<file path="config.mk">
export PLATFORM = sky130hd
export DESIGN_NAME = tga_rle_pixel_decoder
export DESIGN_NICKNAME = d
export VERILOG_FILES = /design/src/rtl/core/trd_pkg.sv /design/src/rtl/core/trd_front.sv /design/src/rtl/core/trd_queue.sv /design/src/rtl/core/trd_back.sv /design/src/rtl/core/tga_rle_pixel_decoder.sv
export SDC_FILE = /design/constraint.sdc
export NUM_CORES = 1
export LEC_CHECK = 0
export ABC_AREA = 1
export BUFFER_PORTS_ARGS = -buffer_cell sky130_fd_sc_hd__buf_2
export CORE_UTILIZATION = 35
export CTS_CLUSTER_DIAMETER = 120
export DETAILED_ROUTE_END_ITERATION = 10
export REMOVE_ABC_BUFFERS = 1
export SLEW_MARGIN = 10
export SYNTH_ARGS = -nofsm -noshare
export SYNTH_HDL_FRONTEND = slang
export SYNTH_HIERARCHICAL = 1
export SYNTH_SLANG_ARGS = --single-unit
</file>
<file path="constraint.sdc">
create_clock -name aclk -period 4.3 [get_ports aclk]
set_clock_uncertainty 0.1 [all_clocks]
set_input_delay 0.43 -clock aclk [delete_from_list [all_inputs] [get_ports aclk]]
set_output_delay 0.43 -clock aclk [all_outputs]
set_load 0.005 [all_outputs]
</file>
<file path="src/rtl/core/trd_pkg.sv">
`default_nettype none

package trd_pkg;

    localparam int TRD_BYTE_W     = 8;
    localparam int TRD_BPP_W      = 3;
    localparam int TRD_TOTAL_W    = 32;
    localparam int TRD_CFG_W      = 32;
    localparam int TRD_CFG_IDX_W  = 2;
    localparam int TRD_PIX_W      = 32;
    localparam int TRD_OUT_W      = 40;
    localparam int TRD_QUEUE_DEPTH = 2;

    // register indexes on the config port
    localparam logic [TRD_CFG_IDX_W-1:0] TRD_REG_BPP   = 2'd0;
    localparam logic [TRD_CFG_IDX_W-1:0] TRD_REG_RLE   = 2'd1;
    localparam logic [TRD_CFG_IDX_W-1:0] TRD_REG_TOTAL = 2'd2;

    // packet header fields
    localparam logic [6:0] TRD_HDR_COUNT_MASK = 7'h7f;
    localparam int         TRD_HDR_REPEAT_BIT = 7;

    // pixel size codes, bytes per pixel minus one
    localparam logic [1:0] TRD_SIZE_1 = 2'd0;
    localparam logic [1:0] TRD_SIZE_2 = 2'd1;
    localparam logic [1:0] TRD_SIZE_3 = 2'd2;
    localparam logic [1:0] TRD_SIZE_4 = 2'd3;

    // one decoded pixel on its way to the output stage
    typedef struct packed {
        logic [TRD_PIX_W-1:0] pixel;
        logic [1:0]           size_code;
        logic [7:0]           run;
        logic                 last;
    } pix_entry_t;

endpackage

`default_nettype wire

</file>
<file path="src/rtl/core/trd_front.sv">
`default_nettype none

module trd_front (
    input  wire logic                               aclk,
    input  wire logic                               aresetn,
    input  wire logic                               cfg_we,
    input  wire logic [trd_pkg::TRD_CFG_IDX_W-1:0]  cfg_index,
    input  wire logic [trd_pkg::TRD_CFG_W-1:0]      cfg_wdata,
    input  wire logic                               in_fire,
    input  wire logic [trd_pkg::TRD_BYTE_W-1:0]     in_byte,
    output trd_pkg::pix_entry_t                     push_entry,
    output logic                                    push
);
    import trd_pkg::*;

    logic [TRD_BPP_W-1:0]   bpp_reg, bpp_next;
    logic                   rle_reg, rle_next;
    logic [TRD_TOTAL_W-1:0] total_reg, total_next;

    logic                   expect_hdr_reg, expect_hdr_next;
    logic                   repeat_reg, repeat_next;
    logic [7:0]             pkt_left_reg, pkt_left_next;
    logic [1:0]             byte_pos_reg, byte_pos_next;
    logic [TRD_PIX_W-1:0]   asm_reg, asm_next;
    logic [TRD_TOTAL_W-1:0] pix_left_reg, pix_left_next;

    logic [1:0]             size_code;
    logic [TRD_TOTAL_W-1:0] total_eff;
    logic [7:0]             run_raw;
    logic [7:0]             run;
    logic                   last;
    logic                   restart;

    // clamp pixel size into one to four bytes
    always_comb begin
        if (bpp_reg == '0) begin
            size_code = TRD_SIZE_1;
        end else if (bpp_reg > TRD_BPP_W'(4)) begin
            size_code = TRD_SIZE_4;
        end else begin
            size_code = 2'(bpp_reg - TRD_BPP_W'(1));
        end
    end

    assign total_eff = (total_next == '0) ? TRD_TOTAL_W'(1) : total_next;

    // repeat run, clipped to what the image still owes
    always_comb begin
        run_raw = (pkt_left_reg == 8'd0) ? 8'd1 : pkt_left_reg;
        if (rle_reg && repeat_reg) begin
            if (pix_left_reg[TRD_TOTAL_W-1:8] == '0 && run_raw > pix_left_reg[7:0]) begin
                run = pix_left_reg[7:0];
            end else begin
                run = run_raw;
            end
        end else begin
            run = 8'd1;
        end
    end

    assign last = (pix_left_reg == {{(TRD_TOTAL_W-8){1'b0}}, run});

    // decode state update
    always_comb begin
        bpp_next        = bpp_reg;
        rle_next        = rle_reg;
        total_next      = total_reg;
        expect_hdr_next = expect_hdr_reg;
        repeat_next     = repeat_reg;
        pkt_left_next   = pkt_left_reg;
        byte_pos_next   = byte_pos_reg;
        asm_next        = asm_reg;
        pix_left_next   = pix_left_reg;
        restart         = 1'b0;
        push            = 1'b0;

        if (cfg_we) begin
            case (cfg_index)
                TRD_REG_BPP: begin
                    bpp_next = cfg_wdata[TRD_BPP_W-1:0];
                    restart  = 1'b1;
                end
                TRD_REG_RLE: begin
                    rle_next = cfg_wdata[0];
                    restart  = 1'b1;
                end
                TRD_REG_TOTAL: begin
                    total_next = cfg_wdata[TRD_TOTAL_W-1:0];
                    restart    = 1'b1;
                end
                default: ;
            endcase
        end else if (in_fire) begin
            if (rle_reg && expect_hdr_reg) begin
                pkt_left_next   = {1'b0, in_byte[6:0] & TRD_HDR_COUNT_MASK} + 8'd1;
                repeat_next     = in_byte[TRD_HDR_REPEAT_BIT];
                expect_hdr_next = 1'b0;
                byte_pos_next   = 2'd0;
            end else begin
                asm_next[byte_pos_reg*TRD_BYTE_W +: TRD_BYTE_W] = in_byte;
                if (byte_pos_reg < size_code) begin
                    byte_pos_next = byte_pos_reg + 2'd1;
                end else begin
                    byte_pos_next = 2'd0;
                    push          = 1'b1;
                    if (rle_reg) begin
                        if (repeat_reg) begin
                            pkt_left_next = 8'd0;
                        end else if (pkt_left_reg != 8'd0) begin
                            pkt_left_next = pkt_left_reg - 8'd1;
                        end
                        if (pkt_left_next == 8'd0) begin
                            expect_hdr_next = 1'b1;
                        end
                    end
                    pix_left_next = pix_left_reg - {{(TRD_TOTAL_W-8){1'b0}}, run};
                    if (last) begin
                        restart = 1'b1;
                    end
                end
            end
        end

        if (restart) begin
            expect_hdr_next = 1'b1;
            repeat_next     = 1'b0;
            pkt_left_next   = 8'd0;
            byte_pos_next   = 2'd0;
            pix_left_next   = total_eff;
        end
    end

    // entry handed to the queue
    always_comb begin
        push_entry.pixel     = asm_next;
        push_entry.size_code = size_code;
        push_entry.run       = run;
        push_entry.last      = last;
    end

    // control and config registers
    always_ff @(posedge aclk) begin
        if (!aresetn) begin
            bpp_reg        <= TRD_BPP_W'(1);
            rle_reg        <= 1'b0;
            total_reg      <= TRD_TOTAL_W'(1);
            expect_hdr_reg <= 1'b1;
            repeat_reg     <= 1'b0;
            pkt_left_reg   <= 8'd0;
            byte_pos_reg   <= 2'd0;
            pix_left_reg   <= TRD_TOTAL_W'(1);
        end else begin
            bpp_reg        <= bpp_next;
            rle_reg        <= rle_next;
            total_reg      <= total_next;
            expect_hdr_reg <= expect_hdr_next;
            repeat_reg     <= repeat_next;
            pkt_left_reg   <= pkt_left_next;
            byte_pos_reg   <= byte_pos_next;
            pix_left_reg   <= pix_left_next;
        end
    end

    // pixel bytes, no reset needed
    always_ff @(posedge aclk) begin
        asm_reg <= asm_next;
    end

endmodule

`default_nettype wire

</file>
<file path="src/rtl/core/trd_queue.sv">
`default_nettype none

module trd_queue #(
    parameter int DEPTH = trd_pkg::TRD_QUEUE_DEPTH
) (
    input  wire logic         aclk,
    input  wire logic         aresetn,
    input  wire logic         push,
    input  wire trd_pkg::pix_entry_t push_entry,
    output logic              not_full,
    output logic              not_empty,
    input  wire logic         pop,
    output trd_pkg::pix_entry_t pop_entry
);
    import trd_pkg::*;

    localparam int AW = (DEPTH > 1) ? $clog2(DEPTH) : 1;
    localparam int CW = $clog2(DEPTH + 1);
    localparam logic [AW-1:0] LAST_SLOT = AW'(DEPTH - 1);

    pix_entry_t    slots [DEPTH];
    logic [AW-1:0] wr_ptr_reg, wr_ptr_next;
    logic [AW-1:0] rd_ptr_reg, rd_ptr_next;
    logic [CW-1:0] count_reg, count_next;

    assign not_full  = (count_reg != CW'(DEPTH));
    assign not_empty = (count_reg != '0);
    assign pop_entry = slots[rd_ptr_reg];

    // pointer and fill count
    always_comb begin
        wr_ptr_next = wr_ptr_reg;
        rd_ptr_next = rd_ptr_reg;
        count_next  = count_reg;
        if (push) begin
            wr_ptr_next = (wr_ptr_reg == LAST_SLOT) ? '0 : wr_ptr_reg + AW'(1);
        end
        if (pop) begin
            rd_ptr_next = (rd_ptr_reg == LAST_SLOT) ? '0 : rd_ptr_reg + AW'(1);
        end
        if (push && !pop) begin
            count_next = count_reg + CW'(1);
        end else if (pop && !push) begin
            count_next = count_reg - CW'(1);
        end
    end

    always_ff @(posedge aclk) begin
        if (!aresetn) begin
            wr_ptr_reg <= '0;
            rd_ptr_reg <= '0;
            count_reg  <= '0;
        end else begin
            wr_ptr_reg <= wr_ptr_next;
            rd_ptr_reg <= rd_ptr_next;
            count_reg  <= count_next;
        end
    end

    // entry storage
    always_ff @(posedge aclk) begin
        if (push) begin
            slots[wr_ptr_reg] <= push_entry;
        end
    end

endmodule

`default_nettype wire

</file>
<file path="src/rtl/core/trd_back.sv">
`default_nettype none

module trd_back (
    input  wire logic                           aclk,
    input  wire logic                           aresetn,
    input  wire logic                           q_valid,
    input  wire trd_pkg::pix_entry_t            q_entry,
    output logic                                q_pop,
    output logic                                m_tvalid,
    input  wire logic                           m_tready,
    output logic [trd_pkg::TRD_OUT_W-1:0]       m_tdata,
    output logic                                m_tlast
);
    import trd_pkg::*;

    logic                 valid_reg, valid_next;
    logic [TRD_OUT_W-1:0] data_reg;
    logic                 last_reg;
    logic [7:0]           b0, b1, b2, b3;
    logic [7:0]           c0, c1, c2, c3;

    assign b0 = q_entry.pixel[7:0];
    assign b1 = q_entry.pixel[15:8];
    assign b2 = q_entry.pixel[23:16];
    assign b3 = q_entry.pixel[31:24];

    // channel order: 24 and 32 bit pixels arrive as bgr
    always_comb begin
        c0 = b0;
        c1 = 8'd0;
        c2 = 8'd0;
        c3 = 8'd0;
        unique case (q_entry.size_code)
            TRD_SIZE_1: begin
                c0 = b0;
            end
            TRD_SIZE_2: begin
                c0 = b0;
                c1 = b1;
            end
            TRD_SIZE_3: begin
                c0 = b2;
                c1 = b1;
                c2 = b0;
            end
            TRD_SIZE_4: begin
                c0 = b2;
                c1 = b1;
                c2 = b0;
                c3 = b3;
            end
            default: ;
        endcase
    end

    // output register refills whenever it is empty or being taken
    assign q_pop = q_valid && (!valid_reg || m_tready);

    always_comb begin
        valid_next = valid_reg;
        if (q_pop) begin
            valid_next = 1'b1;
        end else if (m_tready) begin
            valid_next = 1'b0;
        end
    end

    always_ff @(posedge aclk) begin
        if (!aresetn) begin
            valid_reg <= 1'b0;
        end else begin
            valid_reg <= valid_next;
        end
    end

    always_ff @(posedge aclk) begin
        if (q_pop) begin
            data_reg <= {q_entry.run, c3, c2, c1, c0};
            last_reg <= q_entry.last;
        end
    end

    assign m_tvalid = valid_reg;
    assign m_tdata  = data_reg;
    assign m_tlast  = last_reg;

endmodule

`default_nettype wire

</file>
<file path="src/rtl/core/tga_rle_pixel_decoder.sv">
// tga run-length pixel decoder
// s_ channel: one beat per byte of image data, packet headers and pixel bytes
// mixed as in the file. m_ channel: one beat per decoded pixel (repeat packets
// give one beat carrying their run length), m_tlast on the beat that finishes
// the image's pixel count.
// config port: cfg_we/cfg_index/cfg_wdata write bytes_per_pixel (0), rle_enable
// (1) and pixel_total (2); any listed write restarts the image. Write only idle.
// throughput: one byte per cycle while the queue has room; the decode state in the
// front end updates on every accepted byte, so bytes can stream back to back.
// path: the beat for a pixel is written into the queue on the edge that takes its
// last byte, then moves to the output register once that register is empty or
// being taken.
// stall: a held m_tready fills the output register and then the queue; s_tready
// drops only once the queue is full, so the front keeps taking bytes meanwhile.
// reset: synchronous, active low; config returns to one byte per pixel, raw data,
// one pixel per image, and the queue and output register empty.
`default_nettype none

module tga_rle_pixel_decoder #(
    parameter int QUEUE_DEPTH = trd_pkg::TRD_QUEUE_DEPTH
) (
    input  wire logic                              aclk,
    input  wire logic                              aresetn,
    input  wire logic                              cfg_we,
    input  wire logic [trd_pkg::TRD_CFG_IDX_W-1:0] cfg_index,
    input  wire logic [trd_pkg::TRD_CFG_W-1:0]     cfg_wdata,
    input  wire logic                              s_tvalid,
    output logic                                   s_tready,
    // s_tdata: [7:0] data_byte
    input  wire logic [trd_pkg::TRD_BYTE_W-1:0]    s_tdata,
    output logic                                   m_tvalid,
    input  wire logic                              m_tready,
    // m_tdata: [7:0] chan0, [15:8] chan1, [23:16] chan2, [31:24] chan3,
    // [39:32] run_length
    output logic [trd_pkg::TRD_OUT_W-1:0]          m_tdata,
    // m_tlast: last_pixel
    output logic                                   m_tlast
);
    import trd_pkg::*;

    pix_entry_t push_entry;
    pix_entry_t pop_entry;
    logic       push;
    logic       pop;
    logic       q_not_full;
    logic       q_not_empty;
    logic       in_fire;

    assign s_tready = q_not_full;
    assign in_fire  = s_tvalid && s_tready;

    trd_front u_front (
        .aclk       (aclk),
        .aresetn    (aresetn),
        .cfg_we     (cfg_we),
        .cfg_index  (cfg_index),
        .cfg_wdata  (cfg_wdata),
        .in_fire    (in_fire),
        .in_byte    (s_tdata),
        .push_entry (push_entry),
        .push       (push)
    );

    trd_queue #(
        .DEPTH (QUEUE_DEPTH)
    ) u_queue (
        .aclk       (aclk),
        .aresetn    (aresetn),
        .push       (push),
        .push_entry (push_entry),
        .not_full   (q_not_full),
        .not_empty  (q_not_empty),
        .pop        (pop),
        .pop_entry  (pop_entry)
    );

    trd_back u_back (
        .aclk     (aclk),
        .aresetn  (aresetn),
        .q_valid  (q_not_empty),
        .q_entry  (pop_entry),
        .q_pop    (pop),
        .m_tvalid (m_tvalid),
        .m_tready (m_tready),
        .m_tdata  (m_tdata),
        .m_tlast  (m_tlast)
    );

endmodule

`default_nettype wire

</file>
==> insert_results.sql, run 1 <==
INSERT INTO impl_metrics (metric_group, metric, value, unit) VALUES
('worst_hold_path', 'hold_class', 'in -> reg', ''),
('worst_hold_path', 'holdPathEnd', 'u_front/total_reg[15]', ''),
('placed_design', 'hpwl', '21200', 'um'),
('logic_synthesis', 'dominant_combinational_cell_family_by_area_after_synthesis', 'simple AND/OR/NAND/NOR gates', ''),
('floorplanning', 'initial_utilization', '0.355', ''),
('finish', 'largest_register_ffs', '86', ''),
('route', 'firstDrtPassIters', '6', ''),
('floorplanning', 'die-width', '189', 'um'),
('logic_synthesis', 'ff_latch_count_synth', '245', ''),
('grt', 'grt_overflow_total', '0', ''),
('floorplanning', 'floorplan.rows', '68', ''),
('logic_synthesis', 'mappedNetlistArea', '0.0122', 'mm^2'),
('worst_hold_path', 'hold_depth', '3', ''),
('grt', 'grt_first_pass_wirelength', '46300', 'um'),
('logic_synthesis', 'yosys.cell_types.count', '47', ''),
('placed_design', 'gpl.final_weighted_congestion', '0.922', ''),
('flow_run', 'max_cap_violations', '0', ''),
('critical_path', 'cp_num_buf_inv', '6', ''),
('timing', 'finalCriticalPeriod', '3.99', 'ns'),
('route', 'route.final.wire_length', '29200', 'um'),
('floorplanning', 'dieArea', '0.0357', 'mm^2'),
('critical_path', 'max_stage_delay', '0.33', 'ns'),
('logic_synthesis', 'area_fraction_in_compound_gates_after_synthesis', '0.0985', ''),
('timing', 'holdWs', '0.0464', 'ns'),
('power_and_ir_drop', 'total_leakage_power', '0.00639', 'uW'),
('logic_synthesis', 'synth-seq-area-share', '0.506', ''),
('logic_synthesis', 'synthXorXnorAreaFrac', '0.0143', ''),
('timing', 'min_period_over_period', '0.928', ''),
('timing', 'drv_slew', '0', ''),
('finish', 'nNetsFinal', '1575', ''),
('logic_synthesis', 'asyncSetResetFlopFracSynth', '0', ''),
('power_and_ir_drop', 'max-vdd-ir-drop', '0.000311', 'V'),
('timing', 'timing.final.hold_violations', '0', ''),
('clock_tree', 'cts_hold_buffers', '0', ''),
('logic_synthesis', 'syn_inst', '1375', ''),
('route', 'number_of_nets_still_failing_antenna_checks_after_routing', '0', ''),
('worst_hold_path', 'hp-start', 'cfg_wdata[15]', ''),
('finish', 'finalCoreUtilization', '0.420', ''),
('finish', 'layout_common_cells', 'sky130_fd_sc_hd__nand2_1 (264), sky130_fd_sc_hd__inv_1 (191), sky130_fd_sc_hd__nor2_1 (165), sky130_fd_sc_hd__edfxtp_1 (127), sky130_fd_sc_hd__dfxtp_1 (117)', ''),
('finish', 'filler_cell_count', '3446', ''),
('critical_path', 'cp_capture_type', 'flop', ''),
('logic_synthesis', 'syn_area_per_cell', '8.88', 'um^2'),
('finish', 'largest_register', 'u_queue/slots', ''),
('finish', 'stdcell_area', '0.0145', 'mm^2'),
('placed_design', 'place_ws', '0.0312', 'ns'),
('status', 'status', 'complete, no violations', ''),
('power_and_ir_drop', 'power_density', '523', 'mW/mm^2'),
('logic_synthesis', 'post_synth_and_or_nand_nor_area_fraction', '0.209', ''),
('logic_synthesis', 'synth_area_leader_cell', 'sky130_fd_sc_hd__edfxtp_1', ''),
('critical_path', 'critPathKind', 'reg -> reg', ''),
('route', 'detail_route.wl_per_cell', '14.8', 'um'),
('route', 'via_count', '9375', ''),
('clock_tree', 'clock_latency', '0.56', 'ns'),
('finish', 'final_layout_size_suffix_gt1_frac', '0.210', ''),
('clock_tree', 'worst_setup_hold_path_clk_slew', '0.05', 'ns'),
('grt', 'grt_antenna_before_repair', '1', ''),
('critical_path', 'crit_path_top_delay_cell', 'sky130_fd_sc_hd__ha_4', ''),
('route', 'routed_via_density', '4.74', ''),
('logic_synthesis', 'yosys-mux-area-fraction', '0.0529', ''),
('critical_path', 'critPathMaxFanout', '8', ''),
('timing', 'worst_max_slew_margin_expressed_relative_to_the_limit', '0.387', ''),
('clock_tree', 'cts-buffers-inserted', '28', ''),
('placed_design', 'numPortBuffers', '89', ''),
('timing', 'fin_ws', '0.310', 'ns'),
('timing', 'worstMarginPinSlew', '0.912', 'ns'),
('logic_synthesis', 'synth_area_leaders', 'sky130_fd_sc_hd__edfxtp_1 (31%), sky130_fd_sc_hd__dfxtp_1 (19%), sky130_fd_sc_hd__nand2_1 (8.2%)', ''),
('critical_path', 'timing.rr.start', 'u_front/pkt_left_reg[0]', ''),
('route', 'first_iter_violations', '563', ''),
('clock_tree', 'cts_tree', 'yes', ''),
('floorplanning', 'die_height', '189', 'um'),
('critical_path', 'worst_r2r_path_depth', '27', '');
==> Yosys cell counts (2+ instances only) <==
master                     count
sky130_fd_sc_hd__nor2_2        9
sky130_fd_sc_hd__mux2_2        4
sky130_fd_sc_hd__nand2_2       8
sky130_fd_sc_hd__buf_4         4
sky130_fd_sc_hd__inv_2         8
sky130_fd_sc_hd__clkbuf_1     18
sky130_fd_sc_hd__o21ai_0      75
sky130_fd_sc_hd__xnor2_1       9
sky130_fd_sc_hd__ha_1         27
sky130_fd_sc_hd__buf_12        4
sky130_fd_sc_hd__nand3_1      85
sky130_fd_sc_hd__mux2_4       40
sky130_fd_sc_hd__buf_2         8
sky130_fd_sc_hd__nand4_1      12
sky130_fd_sc_hd__or2_2         3
sky130_fd_sc_hd__xor2_1       11
sky130_fd_sc_hd__nor2_4        5
sky130_fd_sc_hd__inv_1       193
sky130_fd_sc_hd__nor2_1      168
sky130_fd_sc_hd__o211ai_1      5
sky130_fd_sc_hd__nand2_1     267
sky130_fd_sc_hd__o21ai_2      23
sky130_fd_sc_hd__nor3_1       15
sky130_fd_sc_hd__o41ai_1      12
sky130_fd_sc_hd__nand2_4       5
sky130_fd_sc_hd__o21ai_1      23
sky130_fd_sc_hd__dfxtp_1     118
sky130_fd_sc_hd__a22oi_1       2
sky130_fd_sc_hd__buf_6        11
sky130_fd_sc_hd__edfxtp_1    127
sky130_fd_sc_hd__nand3_2       3
sky130_fd_sc_hd__o21a_1        8
sky130_fd_sc_hd__a21oi_1      51
==> cell type report <==
type | count | area, um^2 | area share
timing repair buffer | 139 | 851 | 0.0588
multi-input combinational | 883 | 5090 | 0.351
clock inverter | 14 | 228 | 0.0157
clock buffer | 37 | 786 | 0.0543
inverter | 203 | 777 | 0.0537
sequential | 245 | 6180 | 0.427
tap | 455 | 569 | 0.0393
==> routing by layer <==
metal  wire, um  up-vias  GRT usage
met5          0        -          0
met4        988        0     0.0518
li1           -     4755          -
met1      12900     4332      0.202
met2      14100      225      0.285
met3       1260       63     0.0268
==> logic make-up (layout without fill, tap and decap cells) <==
logic type      Yosys count  in the layout
simple gates            587            588
buf+inv                 248            393
flops                   245            245
compound gates          203            203
mux                      44             44
fa+ha+maj                28             28
xor+xnor                 20             20
==> per-stage QoR <==
| step | setup TNS [ns] | instances | total power, uW |
|---|---|---|---|
| final | 0 | 1976 | 7570 |
| after global routing | -0.0341 | 1976 | 8010 |
| after CTS | 0 | 1966 | 7630 |
| after detailed placement | 0 | 1915 | 5040 |
| after global placement | 0 | 1915 | 5020 |
| after floorplan | 0 | 1330 | 4410 |
==> tightest hold or removal path, delay by kind of cell <==
| family | cells | cell delay [ns] |
|---|---|---|
| AO/OA/AOI/OAI | 1 | 0.06 |
| buffers and inverters | 1 | 0.08 |
| AND/OR/NAND/NOR | 1 | 0.08 |
==> worst max-delay path by stage <==
stage               slack [ns]  cells after the start                        to                    start
global route             -0.02                     25  u_front/pix_left_reg[11]  u_front/pkt_left_reg[0]
global placement           0.1                     27  u_front/pix_left_reg[24]  u_front/pkt_left_reg[0]
floorplan                 0.37                     28  u_front/pix_left_reg[22]  u_front/pkt_left_reg[1]
CTS                      0.002                     27  u_front/pix_left_reg[24]  u_front/pkt_left_reg[0]
finish                    0.31                     27  u_front/pix_left_reg[19]  u_front/pkt_left_reg[0]
detailed placement        0.03                     27  u_front/pix_left_reg[24]  u_front/pkt_left_reg[0]
==> report_power, final <==
group	leakage [uW]	internal, uW	switching, uW
clock network	0.000489	1590	969
logic	0.00375	781	1110
registers	0.00215	2940	181
==> repair_timing <==
action | CTS | global route
buffers inserted | 0 | 8
endpoints found under the hold margin | 0 | 0
resized for setup | 0 | 25
setup endpoints to repair | 0 | 46
(Power assumes the default switching activity.)
==> inputs of run 2 (changes only) <==
- CORE_UTILIZATION: 35 -> 60
- PLACE_DENSITY: default -> 0.79
==> run 2 against run 1 <==
  * Critical path depth up 2
  * Clock power down 8.6%
  * Sequential share of layout area up 1.6 points
  * Worst hold slack better by 0.0027 ns
  * Die area down 41%
  * Critical endpoint is now u_front/pix_left_reg[10]
  * Sequential cell count unchanged
  * Total power down 2.9%
==> insert_results.sql, run 2 (synthesis gave the netlist of run 1 again) <==
INSERT INTO impl_metrics (metric_group, metric, value, unit) VALUES
('status', 'status', 'complete, no violations', ''),
('clock_tree', 'clk_path_buf_depth', '3', ''),
('critical_path', 'max_stage_delay', '0.40', 'ns'),
('critical_path', 'critPathMaxFanout', '8', ''),
('power_and_ir_drop', 'max-vdd-ir-drop', '0.000413', 'V'),
('timing', 'timing.setup.tns', '0', 'ns'),
('floorplanning', 'coreArea', '0.0197', 'mm^2'),
('timing', 'worstMarginPinSlew', '0.885', 'ns'),
('placed_design', 'numPortBuffers', '89', ''),
('finish', 'fin_cells', '1765', ''),
('clock_tree', 'clock_latency', '0.54', 'ns'),
('timing', 'setup_violations', '0', ''),
('worst_hold_path', 'holdPathEnd', 'u_front/total_reg[30]', ''),
('clock_tree', 'clock-root-buffer', 'sky130_fd_sc_hd__clkbuf_16', ''),
('placed_design', 'hpwl', '19500', 'um'),
('critical_path', 'path_common_cell', 'sky130_fd_sc_hd__nand2_1', ''),
('route', 'route.final.wire_length', '27700', 'um'),
('grt', 'maximum_number_of_pins_on_one_net_before_global_route_repair', '50', ''),
('placed_design', 'postPlaceCellArea', '0.0129', 'mm^2'),
('power_and_ir_drop', 'total_leakage_power', '0.00626', 'uW'),
('route', 'number_of_nets_still_failing_antenna_checks_after_routing', '0', ''),
('finish', 'largest_register_ffs', '86', ''),
('grt', 'grt.total_usage', '0.268', ''),
('critical_path', 'worstPathArrival', '4.33', 'ns'),
('grt', 'grt_busiest_layer', 'met2', ''),
('finish', 'largest_register', 'u_queue/slots', ''),
('timing', 'min_period_over_period', '0.931', ''),
('grt', 'grt_first_pass_wirelength', '43500', 'um'),
('route', 'via_count', '9478', ''),
('floorplanning', 'die_height', '145', 'um'),
('critical_path', 'ff2ff_setup_slack', '0.30', 'ns'),
('worst_hold_path', 'hold_depth', '3', ''),
('finish', 'nNetsFinal', '1555', ''),
('timing', 'fmaxAchievable', '0.250', 'GHz'),
('clock_tree', 'cts-buffers-inserted', '26', ''),
('timing', 'fin_ws', '0.298', 'ns'),
('critical_path', 'critical_path.reg2reg.endpoint', 'u_front/pix_left_reg[10]', ''),
('grt', 'via_count_of_the_first_global_routing_pass', '8888', ''),
('finish', 'filler_cell_count', '1495', ''),
('floorplanning', 'die-width', '145', 'um'),
('route', 'routed_via_density', '5.37', ''),
('timing', 'worst_max_slew_margin_expressed_relative_to_the_limit', '0.406', ''),
('clock_tree', 'cts_tree', 'yes', ''),
('worst_hold_path', 'hold_class', 'in -> reg', ''),
('floorplanning', 'dieArea', '0.0209', 'mm^2'),
('power_and_ir_drop', 'power_density', '526', 'mW/mm^2'),
('clock_tree', 'total_clock_sinks', '245', ''),
('timing', 'finalCriticalPeriod', '4.00', 'ns'),
('critical_path', 'cp_capture_type', 'flop', ''),
('clock_tree', 'cts_hold_buffers', '0', ''),
('worst_hold_path', 'hp-start', 'cfg_wdata[30]', ''),
('grt', 'globalRouteMet1Util', '0.331', ''),
('grt', 'grt_overflow_total', '0', ''),
('critical_path', 'worst_r2r_path_depth', '29', ''),
('critical_path', 'critical_path_required', '4.63', 'ns'),
('finish', 'final_layout_size_suffix_gt1_frac', '0.196', ''),
('placed_design', 'place_ws', '0.0222', 'ns'),
('finish', 'mostFrequentLayoutCell', 'sky130_fd_sc_hd__nand2_1', ''),
('placed_design', 'gpl.final_weighted_congestion', '0.940', ''),
('floorplanning', 'initial_utilization', '0.620', ''),
('floorplanning', 'pin_count', '90', ''),
('critical_path', 'worstSetupStartpointType', 'flop', ''),
('grt', 'met2_usage', '0.471', ''),
('placed_design', 'dp_cells', '1709', ''),
('route', 'drc', '0', ''),
('critical_path', 'timing.rr.start', 'u_front/pkt_left_reg[0]', ''),
('grt', 'grt_antenna_before_repair', '2', ''),
('flow_run', 'max_cap_violations', '0', ''),
('clock_tree', 'worst_setup_hold_path_clk_slew', '0.06', 'ns'),
('grt', 'met3_usage', '0.0438', ''),
('timing', 'grt_setup_unrepaired', 'yes', ''),
('critical_path', 'crit_path_top_delay_cell', 'sky130_fd_sc_hd__fa_1', ''),
('finish', 'multi_input_area', '0.00508', 'mm^2'),
('clock_tree', 'cts.htree.levels', '1', ''),
('route', 'first_iter_violations', '652', ''),
('finish', 'layout_common_cells', 'sky130_fd_sc_hd__nand2_1 (263), sky130_fd_sc_hd__inv_1 (192), sky130_fd_sc_hd__nor2_1 (165), sky130_fd_sc_hd__edfxtp_1 (127), sky130_fd_sc_hd__dfxtp_1 (117)', ''),
('timing', 'timing.final.hold_violations', '0', ''),
('finish', 'sequential_cell_area', '0.00618', 'mm^2'),
('timing', 'drv_slew', '0', ''),
('finish', 'stdcell_area', '0.0140', 'mm^2'),
('floorplanning', 'floorplan.rows', '51', ''),
('route', 'firstDrtPassIters', '5', ''),
('critical_path', 'critPathKind', 'reg -> reg', ''),
('route', 'detail_route.wl_per_cell', '15.7', 'um'),
('finish', 'area_overhead_of_the_layout_relative_to_synthesis', '14.3', '%');
run 2: area by class of cell:
class / instances / area share
repair buffers: 121 / 0.0500
inverters: 203 / 0.0549
flip-flops and latches: 245 / 0.442
clock buffers: 34 / 0.0495
clock inverters: 12 / 0.0151
diodes: 2 / 0.000358
multi-input cells: 883 / 0.364
well taps: 265 / 0.0237
run 2: worst max path at each step:
stage,cells past startpoint,start,to
global route,29,u_front/pkt_left_reg[0],u_front/pix_left_reg[10]
detailed placement,28,u_front/pkt_left_reg[1],u_front/pix_left_reg[22]
global placement,28,u_front/pkt_left_reg[1],u_front/pix_left_reg[22]
finish,29,u_front/pkt_left_reg[0],u_front/pix_left_reg[10]
CTS,28,u_front/pkt_left_reg[1],u_front/pix_left_reg[22]
floorplan,28,u_front/pkt_left_reg[1],u_front/pix_left_reg[22]
run 2: metrics by stage:
| step | power [uW] | utilization | hold slack [ns] |
|---|---|---|---|
| 2_1_floorplan | 4410 | - | 0.333 |
| 3_3_place_gp | 4930 | 0.653 | 0.354 |
| 3_5_place_dp | 4990 | 0.653 | 0.369 |
| 4_1_cts | 7330 | 0.699 | 0.0386 |
| 5_1_grt | 7730 | 0.708 | 0.0589 |
| 6_report | 7350 | 0.708 | 0.0491 |
run 2: where the power goes:
group          total, uW  internal, uW  leakage, uW  switching (uW)
Combinational       1890           767      0.00367            1120
Sequential          3120          2940      0.00215             183
Clock               2340          1430     0.000433             904
run 2: routing by layer:
| layer | vias up | part of all wire |
|---|---|---|
| met1 | 4396 | 0.42 |
| met3 | 56 | 0.060 |
| li1 | 4713 | - |
| met2 | 313 | 0.49 |
| met5 | - | 0 |
| met4 | 0 | 0.029 |
run 2: worst max-delay path, delay by kind of cell (launching register included):
kind | cells | cell delay [ns]
and+or+nand+nor | 13 | 1.22
buffers and inverters | 6 | 0.54
DFF | 1 | 0.31
xor gates and xnor gates | 1 | 0.14
adders and majority gates | 5 | 1.12
AOI/OAI and AO/OA | 4 | 0.48
run 2: repair_timing:
item | 4_1_cts | 5_1_grt
resized for setup | 1 | 23
pin swaps | 0 | 9
setup buffers | 0 | 7
cloned | 0 | 1
endpoints found under the setup margin | 3 | 44
